$ cat config.mk
export PLATFORM = sky130hd
export DESIGN_NAME = pareto_mem
export DESIGN_NICKNAME = d
export VERILOG_FILES = /design/src/hw/rtl/pareto_pkg.sv /design/src/hw/rtl/pareto_mem.sv
export SDC_FILE = /design/constraint.sdc
export NUM_CORES = 2
export LEC_CHECK = 0
export BUFFER_PORTS_ARGS = -buffer_cell sky130_fd_sc_hd__buf_2
export CAP_MARGIN = 20
export CORE_UTILIZATION = 43
export DETAILED_ROUTE_END_ITERATION = 10
export PLACE_DENSITY = 0.54
export SYNTH_ARGS = -nofsm -noshare
export SYNTH_HDL_FRONTEND = slang
export SYNTH_SLANG_ARGS = --single-unit
export TNS_END_PERCENT = 50
$ cat constraint.sdc
create_clock -name aclk -period 13.3 [get_ports aclk]
set_input_delay 2.66 -clock aclk [delete_from_list [all_inputs] [get_ports aclk]]
set_output_delay 2.66 -clock aclk [all_outputs]
set_load 0.005 [all_outputs]
$ cat src/hw/rtl/pareto_pkg.sv
package pareto_pkg;

    // Archive geometry
    localparam int CAPACITY  = 64;
    localparam int OBJ_WIDTH = 32;
    localparam int IDX_W     = (CAPACITY > 1) ? $clog2(CAPACITY) : 1;
    localparam int CNT_W     = $clog2(CAPACITY + 1);

    // Fixed field widths of the stream items
    localparam int SLOT_W    = 6;
    localparam int OUT_CNT_W = 7;
    localparam int WIDE_W    = (IDX_W > SLOT_W) ? IDX_W : SLOT_W;

    // Input tdata layout: obj_a, obj_b, slot_index
    localparam int IN_A_LSB    = 0;
    localparam int IN_B_LSB    = OBJ_WIDTH;
    localparam int IN_SLOT_LSB = 2 * OBJ_WIDTH;
    localparam int IN_W        = 2 * OBJ_WIDTH + SLOT_W;
    localparam int IN_TDATA_W  = ((IN_W + 7) / 8) * 8;

    // Output tdata layout
    localparam int OUT_W       = 3 + 2 * OUT_CNT_W + 1 + 2 * OBJ_WIDTH;
    localparam int OUT_TDATA_W = ((OUT_W + 7) / 8) * 8;

    // Item kinds carried on s_axis_tuser
    localparam logic FUNC_INSERT = 1'b0;
    localparam logic FUNC_READ   = 1'b1;

    typedef logic signed [OBJ_WIDTH-1:0] obj_t;

    // Relation of the candidate to one stored entry
    typedef struct packed {
        logic dominates;  // candidate dominates entry
        logic covered;    // entry dominates or equals candidate
    } rel_t;

    typedef enum logic [2:0] {
        ST_IDLE,
        ST_SCAN,
        ST_DRAIN,
        ST_COMMIT,
        ST_RDOUT,
        ST_FINISH
    } state_t;

endpackage

$ cat src/hw/rtl/pareto_mem.sv
module pareto_mem (
    input  logic                         aclk,
    input  logic                         we,
    input  logic [pareto_pkg::IDX_W-1:0] waddr,
    input  pareto_pkg::obj_t             wdata_a,
    input  pareto_pkg::obj_t             wdata_b,
    input  logic                         re,
    input  logic [pareto_pkg::IDX_W-1:0] raddr,
    output pareto_pkg::obj_t             rdata_a,
    output pareto_pkg::obj_t             rdata_b
);
    import pareto_pkg::*;

    obj_t mem_a [CAPACITY];
    obj_t mem_b [CAPACITY];

    // Write one entry
    always_ff @(posedge aclk) begin
        if (we) begin
            mem_a[waddr] <= wdata_a;
            mem_b[waddr] <= wdata_b;
        end
    end

    // Registered read
    always_ff @(posedge aclk) begin
        if (re) begin
            rdata_a <= mem_a[raddr];
            rdata_b <= mem_b[raddr];
        end
    end

endmodule

# Word-level counts from Yosys, hierarchy flattened
# Memories as Yosys holds them, arrays and structs flattened. A register that Yosys moved wholly into a read port is not among the register bits.
# Index checks and enable logic that the tools add are counted.
# classes
n_mux	2
# ops
operator	count
$mux 1	2
# word_totals
memories	2
out_inout_bits	64
reg_bits	0
mem_bits_rw	4096
# memory_table
memory	words	width	read_ports	rd_clocked_by_memory_dff	write_ports	line_no	text
mem_a	64	32	1	1	1	pareto_mem.sv:14	obj_t mem_a [CAPACITY];
mem_b	64	32	1	1	1	pareto_mem.sv:15	obj_t mem_b [CAPACITY];

# Longest topological paths before layout
# depth
word_depth	2
mapped_depth	9

# Worst setup path after synthesis
# No wires, ideal clock.
# synth_timing
path_type	in2reg
from	input port waddr[4] in the netlist's numbering
to	memory mem_a[16][0] in the netlist's numbering (enable)
setup_slack_ns	6.644
n_path_buf	2
setup_time_ns	0.486
arrival_time_ns	6.170
cell_stages	4
cell_sequence	clkbuf_1 or3b_2 clkbuf_1 nor2_1
# synth_lines
element	line_no	text
start: declaration	pareto_mem.sv:4	input logic [pareto_pkg::IDX_W-1:0] waddr,
end: declaration	pareto_mem.sv:14	
# Straight into the memory's write port.

==> run summary <==
Leakage - 55.0 nW
Post-Synth Adder-Cell Area - 0%
Routed via count - 76100
Crit share post-route - 45.0%
Status - completed
Maxcap violations - 0
# H-tree levels - 5
Slew @ Worst Pin - 1170 ps
Post-route setup TNS - 0 ps
Final WS setup - 7310 ps
DR pass1 iterations - 5
Chip height - 605 um
Worst slew margin - 21.7%
Final Wtd Congestion - 0.757
Most used DFF post-synth - edfxtp_1
Crit path time final - 5990 ps
Clock slew at reported path FFs - 60 ps
Initial antenna violation count - 44
CTS sink cnt - 4160
Global-route wire length before repair - 642000 um
Setup slack at placement - 6260 ps
Commonest cells in the netlist - edfxtp_1, mux4_2, a22oi_1
Path category of the worst min-delay check - flip-flop to flip-flop
Number of enable flip-flop cells after synthesis - 4160
WS Path Type - primary input to flip-flop
DR vias/cell - 6.28
Final wirelength - 467000 um
Critical Path Fanout Max - 77
RR Startpoint - mem_a[63][28]
Slew Viols, Final - 0
GR Util All Layers - 25.5%
Initial core utilization - 43.2%
Complex-gate fraction of the synthesized area - 2.79%
Yosys top cell area share - 79.8%
# hold bufs at CTS - 0
Mux contribution to synthesized area - 15.3%
IO buf count - 142
Setup Buffers After CTS - 0
YS warnings - 0
DRC viols - 0
Final Hold Fails - 0
Core ar. - 362000 um^2
Syn nets - 6584
Vias in the first global route - 76700
Synth Register Bits - 4160
Layout area overhead - 13.8%
Yosys top cell by area - edfxtp_1
Largest net degree at the start of global routing - 111
Clock buffer depth - 4
Post-placement cell count - 11300
Detail Placement HPWL - 248000 um
Post_cts resized - 0
Fmax - 167 MHz
Critical Path Start - raddr[2]
Area after DPL - 164000 um^2
Top-count cell post-synth - edfxtp_1
Power density over the cells - 155 nW/um^2
Peak supply drop - 0.119 mV
RSZ-0062 raised after global routing - no
Finished Layout Cells - 12100
Crit path DAT - 6740 ps
Die Wd - 605 um
Root Driver - clkbuf_16
Library cells used by synthesis - 29
Area of the die - 366000 um^2
Fraction of layout cells with a size suffix above 1 - 28.6%
Skew final - 49.2 ps
CTS Buf Count - 435
Synth async-reset ratio - 0%
CP required - 14050 ps
CTS tree - done
Remaining antenna violation count after routing - 0
Synthesized cell area - 156000 um^2
Worst hold slack - 901 ps
Average size of a mapped cell - 24.1 um^2
Overflow after GRT - 0
NumNets Final - 7034
XOR/XNOR share of the synthesized area - 0%
CP startpoint kind - primary input
Worst-Skew Late Latency - 960 ps
Seq/Total Area, Yosys - 79.8%
Top cells by area, synth - edfxtp_1, mux4_2, a22oi_1
Routed WL per cell - 38.5 um
Core Rows - 221
HP Start - mem_a[36][16]
Fin area - 178000 um^2
Synth Area in Simple Gates - 0.828%
Crit end category - flip-flop
Cells after synthesis - 6505
# setup viols final - 0
Largest family of logic cells by synthesized area - multiplexers
# IOs - 143
DRT iter0 DRCs - 9972
-- layout by cell type (no fill, tap or decap), types with 4 or more instances in the layout --
cell / count
edfxtp_1: 4160
mux4_2: 1024
clkbuf_16: 440
a22oi_1: 256
buf_4: 211
buf_2: 137
nand3_1: 133
clkinv_1: 118
o22ai_1: 102
mux2i_1: 90
clkinv_2: 85
clkbuf_1: 80
nor2_4: 67
o221ai_1: 64
o211a_1: 64
a211oi_1: 63
nor2_1: 43
bufinv_16: 34
buf_12: 34
a21oi_1: 25
diode_2: 16
clkinvlp_4: 12
clkinv_16: 8
nand2_1: 6
inv_16: 6
inv_6: 6
buf_16: 5
nor2b_4: 4
nand3b_1: 4
-- power by group --
part,internal [W],switching (W)
combinational,0.000440,0.000786
clock,0.00672,0.00512
sequential,0.0145,0.0000467
total,0.0217,0.00595
-- critical path, cell delays in order --
cell and delay (ps):
buf_8 300, buf_12 350, nor2b_4 940, buf_4 640, buf_4 870, a22oi_1 260
nand3_1 160, o211a_1 230
-- worst paths after layout --
check | slack (ps) | cells after the start | end
setup / recovery | 7310 | 8 | rdata_a[31]
hold / removal | 900 | 4 | rdata_a[16]
setup reg to reg | 11220 | 4 | rdata_a[28]
hold reg to reg | 900 | 4 | rdata_a[16]
-- through the flow --
step,util (%),total power (W)
6_report,49.2,0.0277
5_1_grt,49.1,0.0284
4_1_cts,49.0,0.0278
3_5_place_dp,45.2,0.0161
3_3_place_gp,45.2,0.0161
2_1_floorplan,-,0.0155
-- registers in the layout, indices dropped and copies added, names as in the netlist --
register,flops
mem_a,2048
mem_b,2048
rdata_a,32
rdata_b,32
-- metal layers --
layer  vias up  global-route usage [%]  routed length, um
li1      29300                       -                  -
met1     42500                    36.0             189000
met2      3622                    41.5             227000
met3       655                    4.66              39700
met4        22                    5.76              10800
met5         -                       0                156
-- layout make-up --
type | instances | area [um^2]
tap | 4794 | 6000
inverter | 1 | 3.75
sequential | 4160 | 125000
clock inverter | 273 | 2450
multi-input combinational | 1967 | 30200
fill | 28900 | 184000
clock buffer | 520 | 11300
timing repair buffer | 390 | 3130
antenna | 16 | 40.0
-- kinds of logic after synthesis --
group / after synthesis
compound gates: 575
buf+inv: 378
mux: 1114
simple gates: 278
flops: 4160
Note: power is estimated with default switching activity, not from simulation.
