**config.mk**
```make
export PLATFORM = sky130hd
export DESIGN_NAME = pareto_cmp
export DESIGN_NICKNAME = d
export VERILOG_FILES = /design/src/hw/rtl/pareto_pkg.sv /design/src/hw/rtl/pareto_cmp.sv
export SDC_FILE = /design/constraint.sdc
export NUM_CORES = 1
export LEC_CHECK = 0
export BUFFER_PORTS_ARGS = -buffer_cell sky130_fd_sc_hd__buf_4
export CAP_MARGIN = 20
export CELL_PAD_IN_SITES_DETAIL_PLACEMENT = 0
export CELL_PAD_IN_SITES_GLOBAL_PLACEMENT = 1
export CORE_MARGIN = 8
export CORE_UTILIZATION = 27
export DETAILED_ROUTE_END_ITERATION = 6
export GPL_TIMING_DRIVEN = 0
export PLACE_DENSITY_LB_ADDON = 0.05
export SYNTH_ARGS = -nofsm -noshare
export SYNTH_HDL_FRONTEND = slang
export SYNTH_SLANG_ARGS = --single-unit
```
**constraint.sdc**
```tcl
create_clock -name vclk -period 2.7
set_input_delay 0.27 -clock vclk [all_inputs]
set_output_delay 0.27 -clock vclk [all_outputs]
set_load 0.01 [all_outputs]
```
**src/hw/rtl/pareto_pkg.sv**
```systemverilog
package pareto_pkg;

    // Archive geometry
    localparam int CAPACITY  = 64;
    localparam int OBJ_WIDTH = 32;
    localparam int IDX_W     = (CAPACITY > 1) ? $clog2(CAPACITY) : 1;
    localparam int CNT_W     = $clog2(CAPACITY + 1);

    // Fixed field widths of the stream items
    localparam int SLOT_W    = 6;
    localparam int OUT_CNT_W = 7;
    localparam int WIDE_W    = (IDX_W > SLOT_W) ? IDX_W : SLOT_W;

    // Input tdata layout: obj_a, obj_b, slot_index
    localparam int IN_A_LSB    = 0;
    localparam int IN_B_LSB    = OBJ_WIDTH;
    localparam int IN_SLOT_LSB = 2 * OBJ_WIDTH;
    localparam int IN_W        = 2 * OBJ_WIDTH + SLOT_W;
    localparam int IN_TDATA_W  = ((IN_W + 7) / 8) * 8;

    // Output tdata layout
    localparam int OUT_W       = 3 + 2 * OUT_CNT_W + 1 + 2 * OBJ_WIDTH;
    localparam int OUT_TDATA_W = ((OUT_W + 7) / 8) * 8;

    // Item kinds carried on s_axis_tuser
    localparam logic FUNC_INSERT = 1'b0;
    localparam logic FUNC_READ   = 1'b1;

    typedef logic signed [OBJ_WIDTH-1:0] obj_t;

    // Relation of the candidate to one stored entry
    typedef struct packed {
        logic dominates;  // candidate dominates entry
        logic covered;    // entry dominates or equals candidate
    } rel_t;

    typedef enum logic [2:0] {
        ST_IDLE,
        ST_SCAN,
        ST_DRAIN,
        ST_COMMIT,
        ST_RDOUT,
        ST_FINISH
    } state_t;

endpackage

```
**src/hw/rtl/pareto_cmp.sv**
```systemverilog
module pareto_cmp (
    input  pareto_pkg::obj_t cand_a,
    input  pareto_pkg::obj_t cand_b,
    input  pareto_pkg::obj_t ent_a,
    input  pareto_pkg::obj_t ent_b,
    output pareto_pkg::rel_t rel
);
    import pareto_pkg::*;

    logic a_lt, b_lt, a_le, b_le, ea_le, eb_le;

    // Signed two's-complement compares, shared by every slot of the scan
    always_comb begin
        a_lt  = cand_a < ent_a;
        b_lt  = cand_b < ent_b;
        a_le  = cand_a <= ent_a;
        b_le  = cand_b <= ent_b;
        ea_le = ent_a <= cand_a;
        eb_le = ent_b <= cand_b;
        rel.dominates = a_le && b_le && (a_lt || b_lt);
        rel.covered   = ea_le && eb_le;
    end

endmodule

```
Yosys cells after proc, flatten, opt, wreduce, memory -nomap -nowiden
Index checks and enable logic that the tools add are counted.
{"block": "totals", "ff_bits": 0, "output_inout_bits": 2, "elab_cells": 10, "inputBits": 128}
{"block": "op_classes", "reduce_logical": 4, "n_lt_le_gt_ge": 6}
{"operator": "32-bit <= comparator", "n": 4}
{"operator": "32-bit < comparator", "n": 2}
{"operator": "1-bit logical AND", "n": 3}
{"operator": "1-bit logical OR", "n": 1}

Longest topological paths before layout
{"block": "depth", "depth_word": 3, "ltp_mapped": 9, "depth_no_buf": 9}

Worst setup path before layout
Ideal clock, no wire load.
{"block": "synth_timing", "kind": "input-to-output", "startpoint": "input cand_b[14]", "endpoint": "output rel[1] (netlist name)", "required_time_ns": 2.430, "path_stages": 9, "arrival_ns": 2.062, "path_slack_ns": 0.368, "path_cell_list": "inv_1 > ha_1 > nand4_2 > or4_4 > a21oi_2 > o31ai_1 > nand3_1 > xor2_1 > a221oi_1"}
{"element": "from (decl)", "line_no": "pareto_cmp.sv:3", "text": "input pareto_pkg::obj_t cand_b,"}
{"element": "to (decl)", "line_no": "pareto_cmp.sv:6", "text": "output pareto_pkg::rel_t rel"}

==> results.py <==
metrics = {
    "finish": {
        "final_common_cell": "buf_4",
        "seq_cells": 0,
        "final_cell_mix": "buf_4 (130), inv_1 (64), ha_1 (64)",
        "syn2layout_area_growth_pct": 63.60,
        "drive_gt1_frac": 0.3812,
        "final-seq-area_um2": 0,
        "multi_input_area_um2": 1449,
        "nClkBuffers": 0,
        "layout.nets": 556,
        "n_fill_cell": 651,
        "antenna_cells": 0,
    },
    "status": {
        "status": "finished, final reports clean",
    },
    "sta": {
        "setup_viol": 0,
        "worstMarginPinSlew_ns": 0.4375,
        "tns_ns": 0,
        "hold_slack_ns": 1.145,
        "setup_ws_ns": 0.1541,
        "hold_viol": 0,
        "min_period_ns": 2.546,
        "relSlewSlack": 0.7076,
        "rsz0062_at_grt": "false",
        "finalCritPeriodShare": 0.9429,
        "fmax_ghz": 0.3928,
        "drv_slew": 0,
    },
    "min_path": {
        "min_path_cells": 5,
        "min_path_type": "in2out",
    },
    "critical_path": {
        "crit_chain": "buf_4 > ha_1 > nand4_2 > or4_4 > a21oi_2 > o31ai_1 > nand3_1 > xor2_1 > a221oi_1 > buf_4",
        "cp-end-kind": "primary output",
        "worstPathArrival_ns": 2.28,
        "worstSetupStartpointType": "input pin",
        "crit_required_ns": 2.43,
        "cpMostUsedCell": "buf_4",
        "critPathMaxFanout": 3,
        "worst_path_largest_cell_delay_ns": 0.56,
        "crit_slowest_cell": "or4_4",
        "critPathKind": "in2out",
    },
    "global_routing": {
        "grt_pass1_vias": 1945,
        "track_usage": 0.1015,
        "antenna_found_initial": 0,
        "grt_max_degree": 5,
        "grt_pass1_wl_mm": 7.866,
        "grt_overflow": 0,
    },
    "synthesis": {
        "synth_area_um2": 1688,
        "syn-num-nets": 424,
        "yosysSeqAreaShare": 0,
        "synth.top_cell.area_share": 0.4744,
        "yosys.cell_types.count": 31,
        "synth_top_area_cell": "ha_1",
        "avgSynthCellArea_um2": 7.275,
        "synthTopCellsByArea": "ha_1 (47%), inv_1 (14%), a21oi_1 (8.0%)",
        "syn-instance-count": 232,
        "yosysWarnings": 0,
    },
    "power_and_ir_drop": {
        "power.density_nw_per_um2": 136.0,
        "irDropWorstVdd_mv": 0.05202,
        "p_leak_nw": 1.695,
    },
    "run": {
        "cap_violations": 0,
    },
    "drt": {
        "first_pass_iters": 4,
        "vias": 1934,
        "routed_wl_mm": 4.952,
        "drc_errors": 0,
        "wl_per_cell_um": 11.28,
        "via_per_inst": 4.405,
        "dr.first_iter.drc_count": 15,
        "final_antenna_net_count": 0,
    },
    "placement": {
        "port_buffers": 130,
        "pre_cts_slack_ns": 0.1024,
        "gp_congestion": 0.7160,
        "hpwl_mm": 4.837,
    },
    "clocking": {
        "post_cts_buffers": 0,
        "hold_buffers": 0,
        "ctsResizeCount": 0,
    },
    "floorplan": {
        "dieArea_um2": 9037,
        "die_x_um": 95.07,
        "boundaryPins": 130,
        "initial_core_util": 0.2720,
        "rows": 29,
        "fp.coreArea_um2": 6205,
        "die_h_um": 95.07,
    },
}
[layout make-up]
type	instances	area share
multi-input cells	168	0.5247
repair buffers	130	0.3534
well taps	77	0.03489
inverters	64	0.08700
[layer usage]
metal  GRT usage  vias to the layer above  share of wire
met5           0                        -              0
met4           0                        0              0
met3     0.03386                        0           0.11
met2      0.1669                       71           0.45
met1      0.1329                      789           0.44
li1            -                     1074              -
[path summary, 6_finish.rpt]
kind	from	endpoint	slack, ns
max	ent_b[14]	rel[1]	0.15
min	ent_a[31]	rel[0]	1.14
[report_power, final]
part | leakage [nW] | internal [mW] | switching (mW)
clock | 0 | 0 | 0
combinational | 1.70 | 0.227 | 0.149
sequential | 0 | 0 | 0
total | 1.70 | 0.227 | 0.149
[worst max-delay path, delay by kind of cell]
kind / cells / cell delay, ns
xor+xnor: 1 / 0.09
buf+inv: 2 / 0.29
fa+ha+maj: 1 / 0.31
simple gates: 3 / 0.81
compound gates: 3 / 0.50
[synth_stat cells]
| library cell | instances |
|---|---|
| and2_1 | 2 |
| inv_1 | 64 |
| o21ai_1 | 1 |
| nand4_2 | 1 |
| nand2b_1 | 1 |
| a221oi_1 | 2 |
| nor2b_1 | 1 |
| a211oi_1 | 1 |
| a21oi_1 | 27 |
| nand2_1 | 11 |
| o211ai_2 | 1 |
| o211ai_1 | 1 |
| a221o_1 | 1 |
| nor2b_4 | 1 |
| nor4_4 | 1 |
| a2bb2oi_2 | 1 |
| o21ai_0 | 4 |
| a211o_1 | 2 |
| a21o_1 | 6 |
| mux2i_1 | 1 |
| ha_1 | 64 |
| xor2_1 | 1 |
| nor2_1 | 5 |
| mux2_2 | 1 |
| nor3_1 | 3 |
| o31ai_1 | 2 |
| a2111oi_0 | 1 |
| nand3_1 | 9 |
| or4_4 | 1 |
| nand4_1 | 14 |
| a21oi_2 | 1 |
[cell families (layout without fill, tap and decap cells)]
logic type,count (synthesis),count (layout),share of synthesized area
muxes,2,2,0.01260
and+or+nand+nor,50,50,0.1727
adders and majority gates,64,64,0.4744
buffers and inverters,64,194,0.1423
AOI/OAI and AO/OA,51,51,0.1927
xor gates and xnor gates,1,1,0.005190
[through the flow]
stage / power (mW) / std cells / utilization / cell area (µm²)
after floorplan: 0.1890 / 232 / - / 1688
after global placement: 0.3779 / 439 / 0.4448 / 2760
after detailed placement: 0.3804 / 439 / 0.4448 / 2760
after CTS: 0.3822 / 439 / 0.4448 / 2760
after global routing: 0.4296 / 439 / 0.4450 / 2761
final: 0.3757 / 439 / 0.4450 / 2761
(Power assumes the default switching activity.)
